===== src/design/poi_pkg.sv =====
package poi_pkg;

    // CORDIC rotation steps and the width of the rotating vector.
    localparam int CORDIC_STEPS = 16;
    localparam int ITER_W       = (CORDIC_STEPS > 1) ? $clog2(CORDIC_STEPS) : 1;
    localparam int CW           = 35;           // signed vector width, Q.28 speeds plus growth
    localparam int MAG_W        = CW - 1;       // vector magnitude width
    localparam int ATAN_IDX_W   = 5;            // table holds 24 entries

    // Shared multiplier: 17 bit by 32 bit unsigned, 17 bit shift on the high half.
    localparam int MUL_A_W  = 17;
    localparam int MUL_B_W  = 32;
    localparam int MUL_P_W  = MUL_A_W + MUL_B_W;
    localparam int ACC_W    = 64;
    localparam int DX_W     = 21;               // rounded position step magnitude

    localparam logic [MUL_B_W-1:0] GAIN_Q30       = 32'd652032874;
    localparam logic [MUL_B_W-1:0] RAD_TO_BAM_Q30 = 32'd2734261102;
    localparam logic [15:0]        TIME_STEP_RST  = 16'd1311;

    typedef enum logic [2:0] {
        ST_IDLE = 3'b001,
        ST_ROT  = 3'b010,
        ST_MUL  = 3'b100
    } poi_state_t;

    typedef enum logic [3:0] {
        MS_GX_LO = 4'd0,
        MS_GX_HI = 4'd1,
        MS_GY_LO = 4'd2,
        MS_GY_HI = 4'd3,
        MS_XDT   = 4'd4,
        MS_YDT   = 4'd5,
        MS_WDT   = 4'd6,
        MS_DH_LO = 4'd7,
        MS_DH_HI = 4'd8,
        MS_FIN   = 4'd9
    } poi_step_t;

    // Arctangent of 2^-i in binary angle units (2^32 per turn).
    function automatic logic [31:0] atan_bam(input logic [ATAN_IDX_W-1:0] idx);
        logic [31:0] r;
        unique case (idx)
            5'd0:    r = 32'h20000000;
            5'd1:    r = 32'h12E4051E;
            5'd2:    r = 32'h09FB385B;
            5'd3:    r = 32'h051111D4;
            5'd4:    r = 32'h028B0D43;
            5'd5:    r = 32'h0145D7E1;
            5'd6:    r = 32'h00A2F61E;
            5'd7:    r = 32'h00517C55;
            5'd8:    r = 32'h0028BE53;
            5'd9:    r = 32'h00145F2F;
            5'd10:   r = 32'h000A2F98;
            5'd11:   r = 32'h000517CC;
            5'd12:   r = 32'h00028BE6;
            5'd13:   r = 32'h000145F3;
            5'd14:   r = 32'h0000A2FA;
            5'd15:   r = 32'h0000517D;
            5'd16:   r = 32'h000028BE;
            5'd17:   r = 32'h0000145F;
            5'd18:   r = 32'h00000A30;
            5'd19:   r = 32'h00000518;
            5'd20:   r = 32'h0000028C;
            5'd21:   r = 32'h00000146;
            5'd22:   r = 32'h000000A3;
            5'd23:   r = 32'h00000051;
            default: r = 32'h00000000;
        endcase
        return r;
    endfunction

endpackage


===== src/design/poi_cordic.sv =====
module poi_cordic
    import poi_pkg::*;
(
    input  logic                 aclk,
    input  logic                 aresetn,
    input  logic                 start,
    input  logic signed [CW-1:0] x_in,
    input  logic signed [CW-1:0] y_in,
    input  logic signed [31:0]   z_in,
    output logic                 done,
    output logic signed [CW-1:0] x_out,
    output logic signed [CW-1:0] y_out
);

    logic signed [CW-1:0] x_reg, x_next;
    logic signed [CW-1:0] y_reg, y_next;
    logic signed [31:0]   z_reg, z_next;
    logic [ITER_W-1:0]    iter_reg, iter_next;
    logic                 busy_reg, busy_next;
    logic                 done_reg, done_next;

    logic signed [CW-1:0] xs, ys;
    logic signed [31:0]   ang;

    // one shift-add step per cycle, floor shifts
    always_comb begin
        xs        = x_reg >>> iter_reg;
        ys        = y_reg >>> iter_reg;
        ang       = signed'(atan_bam(ATAN_IDX_W'(iter_reg)));
        x_next    = x_reg;
        y_next    = y_reg;
        z_next    = z_reg;
        iter_next = iter_reg;
        busy_next = busy_reg;
        done_next = 1'b0;
        if (start) begin
            x_next    = x_in;
            y_next    = y_in;
            z_next    = z_in;
            iter_next = '0;
            busy_next = 1'b1;
        end else if (busy_reg) begin
            if (!z_reg[31]) begin
                x_next = x_reg - ys;
                y_next = y_reg + xs;
                z_next = z_reg - ang;
            end else begin
                x_next = x_reg + ys;
                y_next = y_reg - xs;
                z_next = z_reg + ang;
            end
            if (iter_reg == ITER_W'(CORDIC_STEPS - 1)) begin
                busy_next = 1'b0;
                done_next = 1'b1;
            end else begin
                iter_next = iter_reg + 1'b1;
            end
        end
    end

    always_ff @(posedge aclk) begin
        if (!aresetn) begin
            busy_reg <= 1'b0;
            done_reg <= 1'b0;
            iter_reg <= '0;
        end else begin
            busy_reg <= busy_next;
            done_reg <= done_next;
            iter_reg <= iter_next;
        end
    end

    always_ff @(posedge aclk) begin
        x_reg <= x_next;
        y_reg <= y_next;
        z_reg <= z_next;
    end

    assign done  = done_reg;
    assign x_out = x_reg;
    assign y_out = y_reg;

endmodule


===== src/design/planar_odometry_integrator.sv =====
// Planar dead-reckoning integrator. Each input beat carries forward speed, side
// speed and turn rate (signed Q4.12); side speed and turn rate are negated inside.
// The velocity is rotated by the stored heading (quadrant fold, then CORDIC_STEPS
// shift-add CORDIC steps), gain corrected, scaled by time_step (Q0.16) and added
// to the saturating Q16.16 x and y positions; the heading, a 32 bit binary angle,
// advances by the negated turn rate times time_step and wraps. Each input beat
// yields exactly one output beat with the updated pose; the heading output is the
// top 16 bits of the stored angle. From acceptance to m_tvalid a beat passes
// through the rotation unit at one CORDIC step per cycle, a hand-over, nine
// passes through the single 17 x 32 bit multiplier for gain, time step and yaw
// conversion, and the final update, which can stall. s_tready is low for that
// whole span. A finished result waits in the output register; a new beat may be
// accepted meanwhile, and its final update holds until the previous result is
// taken. time_step resets to 1311 (about 0.02 s) and is written through
// time_step_we / time_step_wdata; the user must write it only while idle, as
// the block itself does not enforce this.
module planar_odometry_integrator
    import poi_pkg::*;
(
    input  logic        aclk,
    input  logic        aresetn,
    // configuration
    input  logic        time_step_we,
    input  logic [15:0] time_step_wdata,
    // input stream
    input  logic        s_tvalid,
    output logic        s_tready,
    input  logic [47:0] s_tdata,   // forward_speed[15:0], side_speed[31:16], turn_rate[47:32]
    // result stream
    output logic        m_tvalid,
    input  logic        m_tready,
    output logic [79:0] m_tdata    // pos_x[31:0], pos_y[63:32], heading[79:64]
);

    poi_state_t state_reg, state_next;
    poi_step_t  step_reg, step_next;

    logic [15:0]        time_step_reg;
    logic signed [31:0] x_accum_reg, x_accum_next;
    logic signed [31:0] y_accum_reg, y_accum_next;
    logic [31:0]        heading_reg, heading_next;
    logic               m_tvalid_reg, m_tvalid_next;

    // per-beat working registers
    logic [MUL_A_W-1:0] wz_mag_reg;
    logic               wz_neg_reg;
    logic               x_neg_reg, y_neg_reg;
    logic [31:0]        xg_reg, yg_reg;
    logic [DX_W-1:0]    dx_reg, dy_reg;
    logic [30:0]        p_reg;
    logic [ACC_W-1:0]   acc_reg, acc_next;

    // input unpacking and quadrant fold
    logic               accept;
    logic signed [16:0] vx, vy, vx0, vy0, yaw_ext;
    logic               quad;
    logic signed [CW-1:0] cx_in, cy_in;
    logic signed [31:0] cz_in;

    logic               cordic_done;
    logic signed [CW-1:0] cx, cy;
    logic [MAG_W-1:0]   cx_mag, cy_mag;

    // shared multiplier
    logic [MUL_A_W-1:0] mul_a;
    logic [MUL_B_W-1:0] mul_b;
    logic               mul_acc, mul_shift;
    logic [MUL_P_W-1:0] prod;
    logic [ACC_W-1:0]   addend;
    logic [ACC_W-1:0]   rnd30, rnd28;

    // final update
    logic               out_free;
    logic [31:0]        dh;
    logic signed [DX_W:0] dx_s, dy_s;
    logic signed [32:0] x_sum, y_sum;

    assign accept   = s_tvalid && s_tready;
    assign s_tready = (state_reg == ST_IDLE);
    assign out_free = !m_tvalid_reg || m_tready;

    // Negate side speed (turn rate is negated later by its sign flag); -(-32768) stays +32768 in 17 bits.
    // Fold headings beyond a quarter turn by flipping the vector and the top bit.
    always_comb begin
        vx      = 17'(signed'(s_tdata[15:0]));
        vy      = -17'(signed'(s_tdata[31:16]));
        yaw_ext = 17'(signed'(s_tdata[47:32]));
        quad    = heading_reg[31] ^ heading_reg[30];
        vx0     = quad ? -vx : vx;
        vy0     = quad ? -vy : vy;
        cx_in   = signed'({{(CW-33){vx0[16]}}, vx0, 16'b0});
        cy_in   = signed'({{(CW-33){vy0[16]}}, vy0, 16'b0});
        cz_in   = signed'({heading_reg[31] ^ quad, heading_reg[30:0]});
    end

    poi_cordic u_cordic (
        .aclk    (aclk),
        .aresetn (aresetn),
        .start   (accept),
        .x_in    (cx_in),
        .y_in    (cy_in),
        .z_in    (cz_in),
        .done    (cordic_done),
        .x_out   (cx),
        .y_out   (cy)
    );

    assign cx_mag = cx[CW-1] ? MAG_W'(-cx) : MAG_W'(cx);
    assign cy_mag = cy[CW-1] ? MAG_W'(-cy) : MAG_W'(cy);

    // Rounding of the accumulator, halves away from zero on the magnitude.
    assign rnd30 = (acc_reg + (ACC_W'(1) << 29)) >> 30;
    assign rnd28 = (acc_reg + (ACC_W'(1) << 27)) >> 28;

    // Multiplier operand select per sequencer step.
    always_comb begin
        mul_a     = '0;
        mul_b     = '0;
        mul_acc   = 1'b0;
        mul_shift = 1'b0;
        unique case (step_reg)
            MS_GX_LO: begin
                mul_a = cx_mag[MUL_A_W-1:0];
                mul_b = GAIN_Q30;
            end
            MS_GX_HI: begin
                mul_a     = MUL_A_W'(cx_mag[MAG_W-1:MUL_A_W]);
                mul_b     = GAIN_Q30;
                mul_acc   = 1'b1;
                mul_shift = 1'b1;
            end
            MS_GY_LO: begin
                mul_a = cy_mag[MUL_A_W-1:0];
                mul_b = GAIN_Q30;
            end
            MS_GY_HI: begin
                mul_a     = MUL_A_W'(cy_mag[MAG_W-1:MUL_A_W]);
                mul_b     = GAIN_Q30;
                mul_acc   = 1'b1;
                mul_shift = 1'b1;
            end
            MS_XDT: begin
                mul_a = MUL_A_W'(time_step_reg);
                mul_b = xg_reg;
            end
            MS_YDT: begin
                mul_a = MUL_A_W'(time_step_reg);
                mul_b = yg_reg;
            end
            MS_WDT: begin
                mul_a = wz_mag_reg;
                mul_b = MUL_B_W'(time_step_reg);
            end
            MS_DH_LO: begin
                mul_a = acc_reg[MUL_A_W-1:0];
                mul_b = RAD_TO_BAM_Q30;
            end
            MS_DH_HI: begin
                mul_a     = MUL_A_W'(p_reg[30:MUL_A_W]);
                mul_b     = RAD_TO_BAM_Q30;
                mul_acc   = 1'b1;
                mul_shift = 1'b1;
            end
            MS_FIN: begin
                mul_a = '0;
                mul_b = '0;
            end
            default: begin
                mul_a = '0;
                mul_b = '0;
            end
        endcase
        prod     = MUL_P_W'(mul_a) * MUL_P_W'(mul_b);
        addend   = mul_shift ? ACC_W'({prod, {MUL_A_W{1'b0}}}) : ACC_W'(prod);
        acc_next = mul_acc ? acc_reg + addend : addend;
    end

    // Final update: signed steps, saturating position, wrapping heading.
    always_comb begin
        dh    = wz_neg_reg ? -rnd30[31:0] : rnd30[31:0];
        dx_s  = x_neg_reg ? -signed'({1'b0, dx_reg}) : signed'({1'b0, dx_reg});
        dy_s  = y_neg_reg ? -signed'({1'b0, dy_reg}) : signed'({1'b0, dy_reg});
        x_sum = 33'(x_accum_reg) + 33'(dx_s);
        y_sum = 33'(y_accum_reg) + 33'(dy_s);
    end

    // Sequencer.
    always_comb begin
        state_next    = state_reg;
        step_next     = step_reg;
        x_accum_next  = x_accum_reg;
        y_accum_next  = y_accum_reg;
        heading_next  = heading_reg;
        m_tvalid_next = m_tvalid_reg && !m_tready;
        unique case (state_reg)
            ST_IDLE: begin
                if (accept) begin
                    state_next = ST_ROT;
                end
            end
            ST_ROT: begin
                // hold until the rotation unit has run all its steps
                if (cordic_done) begin
                    state_next = ST_MUL;
                    step_next  = MS_GX_LO;
                end
            end
            ST_MUL: begin
                if (step_reg == MS_FIN) begin
                    // hold the update while the previous result still waits
                    if (out_free) begin
                        x_accum_next  = (x_sum[32] != x_sum[31])
                                        ? {x_sum[32], {31{~x_sum[32]}}} : x_sum[31:0];
                        y_accum_next  = (y_sum[32] != y_sum[31])
                                        ? {y_sum[32], {31{~y_sum[32]}}} : y_sum[31:0];
                        heading_next  = heading_reg + dh;
                        m_tvalid_next = 1'b1;
                        state_next    = ST_IDLE;
                    end
                end else begin
                    step_next = poi_step_t'(step_reg + 4'd1);
                end
            end
            default: begin
                state_next = ST_IDLE;
            end
        endcase
    end

    always_ff @(posedge aclk) begin
        if (!aresetn) begin
            state_reg     <= ST_IDLE;
            step_reg      <= MS_GX_LO;
            time_step_reg <= TIME_STEP_RST;
            x_accum_reg   <= '0;
            y_accum_reg   <= '0;
            heading_reg   <= '0;
            m_tvalid_reg  <= 1'b0;
        end else begin
            state_reg     <= state_next;
            step_reg      <= step_next;
            x_accum_reg   <= x_accum_next;
            y_accum_reg   <= y_accum_next;
            heading_reg   <= heading_next;
            m_tvalid_reg  <= m_tvalid_next;
            if (time_step_we) begin
                time_step_reg <= time_step_wdata;
            end
        end
    end

    // Datapath registers; capture the rounded products as the steps advance.
    // Hold the accumulator on the final step so the heading increment survives a stall.
    always_ff @(posedge aclk) begin
        if (accept) begin
            wz_neg_reg <= !yaw_ext[16] && (yaw_ext != '0);
            wz_mag_reg <= yaw_ext[16] ? unsigned'(-yaw_ext) : unsigned'(yaw_ext);
        end
        if (state_reg == ST_MUL) begin
            if (step_reg != MS_FIN) begin
                acc_reg <= acc_next;
            end
            unique case (step_reg)
                MS_GX_LO: x_neg_reg <= cx[CW-1];
                MS_GY_LO: begin
                    xg_reg    <= rnd30[31:0];
                    y_neg_reg <= cy[CW-1];
                end
                MS_XDT:   yg_reg <= rnd30[31:0];
                MS_YDT:   dx_reg <= rnd28[DX_W-1:0];
                MS_WDT:   dy_reg <= rnd28[DX_W-1:0];
                MS_DH_LO: p_reg  <= acc_reg[30:0];
                default: begin
                end
            endcase
        end
    end

    assign m_tvalid = m_tvalid_reg;
    assign m_tdata  = {heading_reg[31:16], y_accum_reg, x_accum_reg};

endmodule


===== config.mk =====
export PLATFORM = sky130hd
export DESIGN_NAME = planar_odometry_integrator
export DESIGN_NICKNAME = d
export VERILOG_FILES = /design/src/design/poi_pkg.sv /design/src/design/poi_cordic.sv /design/src/design/planar_odometry_integrator.sv
export SDC_FILE = /design/constraint.sdc
export NUM_CORES = 2
export LEC_CHECK = 0
export CAP_MARGIN = 10
export CELL_PAD_IN_SITES_DETAIL_PLACEMENT = 1
export CELL_PAD_IN_SITES_GLOBAL_PLACEMENT = 2
export CORE_MARGIN = 4
export CORE_UTILIZATION = 38
export DETAILED_ROUTE_END_ITERATION = 10
export DONT_BUFFER_PORTS = 1
export GPL_TIMING_DRIVEN = 0
export MAX_ROUTING_LAYER = met4
export PLACE_DENSITY_LB_ADDON = 0.1
export SYNTH_ARGS = -nofsm -noshare
export SYNTH_HDL_FRONTEND = slang
export SYNTH_SLANG_ARGS = --single-unit

===== constraint.sdc =====
create_clock -name aclk -period 11.7 [get_ports aclk]
set_clock_uncertainty 0.15 [all_clocks]
set_input_delay 1.755 -clock aclk [delete_from_list [all_inputs] [get_ports aclk]]
set_output_delay 1.755 -clock aclk [all_outputs]
set_load 0.005 [all_outputs]

Word level (Yosys, flattened, before mapping) --
Memory sizes are Yosys's and may differ from the RTL's. A register that Yosys moved wholly into a read port is not among the register bits. Cells that the tools add are included. W data, S select, Z words.
Word-level totals: register bits after elaboration 449, bits in latches 0, bits in writable memories 0, bits in read-only memories 480, output and inout port bits 82, memories 1
Memory list:
- (name not given) | depth 16, bits a word 30, read ports 1, clocked after Yosys merged registers in 1, write ports 0, line poi_pkg.sv:43 | unique case (idx)
Operators by class: $add $sub $neg 23, multiply operators 1, div/mod/pow operators 0, magnitude comparators 0, equality and inequality tests 21, shifts and indexed selects 2, multiplexer cells 41, bitwise gates (word level) 7, reductions and logical operators 28
Operators by type and width (count):
- $mux W35 | 6
- $mux W32 | 6
- $pmux W32 S5 | 1
- $pmux W17 S8 | 1
- $mux W64 | 2
- $add A35 B35 Y35 | 2
- $sshr A35 B4 Y35 | 2
- $sub A35 B35 Y35 | 2
- $mux W34 | 2
- $neg A34 Y34 | 2
- $add A32 B22 Y33 | 2
- $add A32 B32 Y32 | 2
- $add A64 B64 Y64 | 1
- $add A62 B30 Y62 const B | 1
- $neg A16 Y17 | 3
- $add A49 B28 Y49 const B | 1
- $mul A17 B32 Y49 | 1
- $mux W22 | 2
- $neg A21 Y22 | 2
- $mux W17 | 2
- $neg A32 Y32 | 1
- $sub A32 B32 Y32 | 1
- $neg A17 Y17 | 1
- $reduce_bool A17 Y1 | 1
- 31 further kinds | 76

Logic depth before layout (Yosys ltp) --
depth after elaboration 7, mapped depth 53, gate-level depth less buffers 51

Hierarchy --
From an unflattened synthesis, not the netlist that was laid out.
Second synthesis, totals: cells, all modules 6984, area total of the unflattened synthesis 59746.1 um^2
Modules (own cells, without submodules):
- planar_odometry_integrator | instances 1, cells each 5168, area each 43784.5 um^2
- poi_cordic | instances 1, cells each 1816, area each 15961.6 um^2

Least setup slack after synthesis --
Ideal clock, no wire load.
path type register to register, start point register u_cordic.x_reg[1] (netlist: u_cordic.x_out[1]), end point register acc_reg[60] (data pin), arrival time 11.256 ns, data required time 11.284 ns, setup slack 0.028 ns, cell stages (with the launch flop) 50, buffers on the path 2, clock period less this slack 11.672 ns, cells stage by stage dfxtp_1 > inv_1 > ha_1 > nor3b_1 > nand4b_1 > or2_1 > or3_1 > or4_4 > o21ai_0 > xnor2_1 > nand2_1 > nand3_1 > clkbuf_1 > buf_1 > nand2_1 > fa_1 > inv_1 > fa_1 > (+14 left out) > a31oi_1 > o21bai_1 > a41oi_1 > xor2_1 > o21ai_0 > ha_1 > a21o_1 > nand2b_1 > a21o_1 > a21o_1 > and2_0 > o21ai_0 > a221oi_1 > o41ai_1 > o311a_1 > o31ai_1 > xnor2_1 > nor2_1
Between the ends: longest elaborated chain between the ends 7
RTL lines:
- start: declaration | line poi_cordic.sv:15 | logic signed [CW-1:0] x_reg, x_next;
- start signal: assignment | line poi_cordic.sv:74 | x_reg <= x_next;
- $neg A34 Y34 | line planar_odometry_integrator.sv:108 | assign cx_mag = cx[CW-1] ? MAG_W'(-cx) : MAG_W'(cx);
- $mux W34 (*) | line planar_odometry_integrator.sv:108
- $pmux W17 S8 (*) | line planar_odometry_integrator.sv:121 | unique case (step_reg)
- $mul A17 B32 Y49 (*) | line planar_odometry_integrator.sv:173 | prod = MUL_P_W'(mul_a) * MUL_P_W'(mul_b);
- $mux W64 (*) | line planar_odometry_integrator.sv:174 | addend = mul_shift ? ACC_W'({prod, {MUL_A_W{1'b0}}}) : ACC_W'(prod);
- $add A64 B64 Y64 | line planar_odometry_integrator.sv:175 | acc_next = mul_acc ? acc_reg + addend : addend;
- $mux W64 (*) | line planar_odometry_integrator.sv:175
- net acc_next[60] | line planar_odometry_integrator.sv:51 | logic [ACC_W-1:0] acc_reg, acc_next;
- end signal: assignment | line planar_odometry_integrator.sv:261 | acc_reg <= acc_next;
- end: declaration | line planar_odometry_integrator.sv:51
Mark *: on every way through the listed nets, which the timed path passes. The rest lies on a longest branch. A chain may end at the register's enable or synchronous reset.

Final worst setup path --
start point register u_cordic.x_reg[11] (netlist: u_cordic.x_out[11]), end point register acc_reg[58] (data pin)
The elaborated chain is that of the path after synthesis.

==> flow_summary.yaml <==
final_layout:
  largest_reg_flops: 61
  multi_input_area_mm2: 0.0441
  area_delta_synth_final_pct: 14.3
  final_nets: 8002
  drive_above_1_share_pct: 12.2
  nFillCells: 17900
  seq_area_mm2: 0.0120
  fin_cells: 9164
synth:
  async_flop_share_pct: 0
  yosys-top-cells-area: "fa_1 (16%), edfxtp_1 (14%), ha_1 (8.6%), dfxtp_1 (6.4%), nand2_1 (5.8%)"
  avgSynthCellArea_um2: 8.50
  syn_area_mm2: 0.0584
  synth_edf_count: 272
  yosys_warnings: 0
  yosys.area_share.adder_pct: 24.4
  synth_mux_area_share_pct: 5.16
  ys_seq_area_share_pct: 20.4
  yosysMostFrequentCell: "nand2_1"
  synth_area_leader_cell: "fa_1"
  synth_cell_type_count: 107
  synthCells: 6877
  synth-simple-area-share_pct: 15.9
  synth_common_cells: "nand2_1 (906), inv_1 (710), a21oi_1 (515)"
  synth_compound_area_share_pct: 17.8
  yosysTopAreaCellShare_pct: 15.6
  synth_xor_area_share_pct: 9.02
  synth_top_family_by_area: "adder cells"
  ys_seq_elements: 460
  syn-num-nets: 7805
  synth_ff_type: "edfxtp_1"
clock_network:
  htreeDepth: 2
  cts_buffers: 60
  cts_root_buffer: "clkbuf_16"
  hold_buffers: 0
  cts_tree: "built"
  path_clk_slew_ps: 60
  cts_buffer_depth: 3
  clk_latency_ps: 740
  clock_sinks: 460
sta:
  maxSlewHeadroom_pct: 16.7
  worst_slack_ps: -448
  maxSlewViolCount: 0
  timing.setup.tns_ps: -3560
  hold_violations: 0
  rsz0062_at_grt: "yes"
  finalSetupViolCount: 16
  min_period_over_period_pct: 104
  tightest_slew_ps: 1240
  hold_ws_ps: 336
  fmax_ghz: 0.0823
  finalCriticalPeriod_ps: 12150
floorplan:
  fp.dieW_um: 400
  num_rows: 143
  coreArea_mm2: 0.152
  die_area_mm2: 0.160
  ioPinCount: 151
  start_util_pct: 38.3
  die_h_um: 400
route:
  vias: 53300
  wirelength_mm: 251
  vias_per_cell: 5.82
  post_drt_wl_per_cell_um: 27.4
  antenna_left: 0
  remaining_drc_errors: 0
  drt_iter0_drc: 4064
  first_pass_iters: 6
place:
  dp_slack_ps: -3960
  dp_cells: 8919
  gp_congestion: 1.00
  dp_hpwl_mm: 203
  io_buffers: 0
critical_path:
  crit_path_top_delay_cell: "fa_1"
  max_stage_delay_ps: 590
  cp.required_ps: 12020
  cp_common_cell: "fa_1"
  worstSetupPathType: "flip-flop to flip-flop"
  startpoint_type: "flip-flop"
  cp-end-kind: "flip-flop"
  worstPathMaxFanout: 10
  critical_path_arrival_ps: 12470
grt:
  grt_max_degree: 51
  first_global_vias: 54700
  antenna_found_initial: 16
  grt.total_usage_pct: 31.6
  grt_pass1_wl_mm: 367
  gr-total-overflow: 0
job:
  cap_violations: 0
outcome:
  failed_checks: "setup timing"
  status: "complete, but fails checks"
worst_hold_path:
  hp-class: "flip-flop to flip-flop"
==> final cells by class <==
type,count,share of cell area (%)
antenna,8,0.0300
multi-input combinational,5334,66.1
clock buffer,77,2.48
inverter,713,4.01
buffer,340,2.63
clock inverter,37,0.802
tap,2030,3.80
sequential,460,17.9
timing repair buffer,165,2.28
==> cell families (layout without fill, tap and decap cells) <==
group                      Yosys count  count (layout)
muxes                              200             200
DFF                                460             460
other                                0               8
adders and majority gates          866             866
buffers and inverters             1083            1332
and+or+nand+nor                   2010            2010
AOI/OAI and AO/OA                 1656            1656
xor gates and xnor gates           602             602
==> final timing paths <==
| path | from | endpoint | slack (ps) | cells after the start |
|---|---|---|---|---|
| hold / removal | heading_reg[6] | heading_reg[6] | 340 | 2 |
| setup / recovery | u_cordic.x_out[11] | acc_reg[58] | -450 | 47 |
| setup reg to reg | u_cordic.x_out[11] | acc_reg[58] | -450 | 47 |
| hold reg to reg | heading_reg[6] | heading_reg[6] | 340 | 2 |
==> cell usage in the layout (no fill, tap or decap), types with 80 or more instances in the layout <==
cell,instances
nand2_1,880
inv_1,686
a21oi_1,489
fa_1,441
nor2_1,391
ha_1,368
xnor2_1,348
o21ai_0,341
edfxtp_1,272
xor2_1,226
a21o_1,192
clkbuf_1,177
dfxtp_1,177
buf_4,150
and2_1,107
nand3_1,94
mux2i_1,89
nor3_1,80
==> timing repair <==
item,4_1_cts,5_1_grt
pin swaps,107,105
setup endpoints to repair,46,37
buffers inserted,87,65
gates cloned,1,1
gates resized for setup,334,265
==> critical path: cells and delay by family, from the launching register on <==
family	cells	cell delay, ps
compound gates	17	3060
xor+xnor	3	550
fa+ha+maj	8	3640
buf+inv	7	800
flops	1	390
simple gates	12	3300
==> through the flow <==
stage / cell area (µm²) / util, %
final: 66800 / 43.8
after global routing: 66800 / 43.8
after CTS: 65400 / 42.9
after detailed placement: 61200 / 40.1
after global placement: 61000 / 40.0
after floorplan: 58400 / -
==> per-layer routing <==
layer / vias up / track usage (%) / part of all wire (%)
li1: 24000 / - / -
met1: 27300 / 42.5 / 45
met2: 1579 / 49.4 / 45
met3: 414 / 3.88 / 5.8
met4: 0 / 10.9 / 4.2
met5: - / - / 0
Power is left out: the tool's default activity adds up to more than one toggle a clock period on the data nets, which glitch-free logic cannot reach.
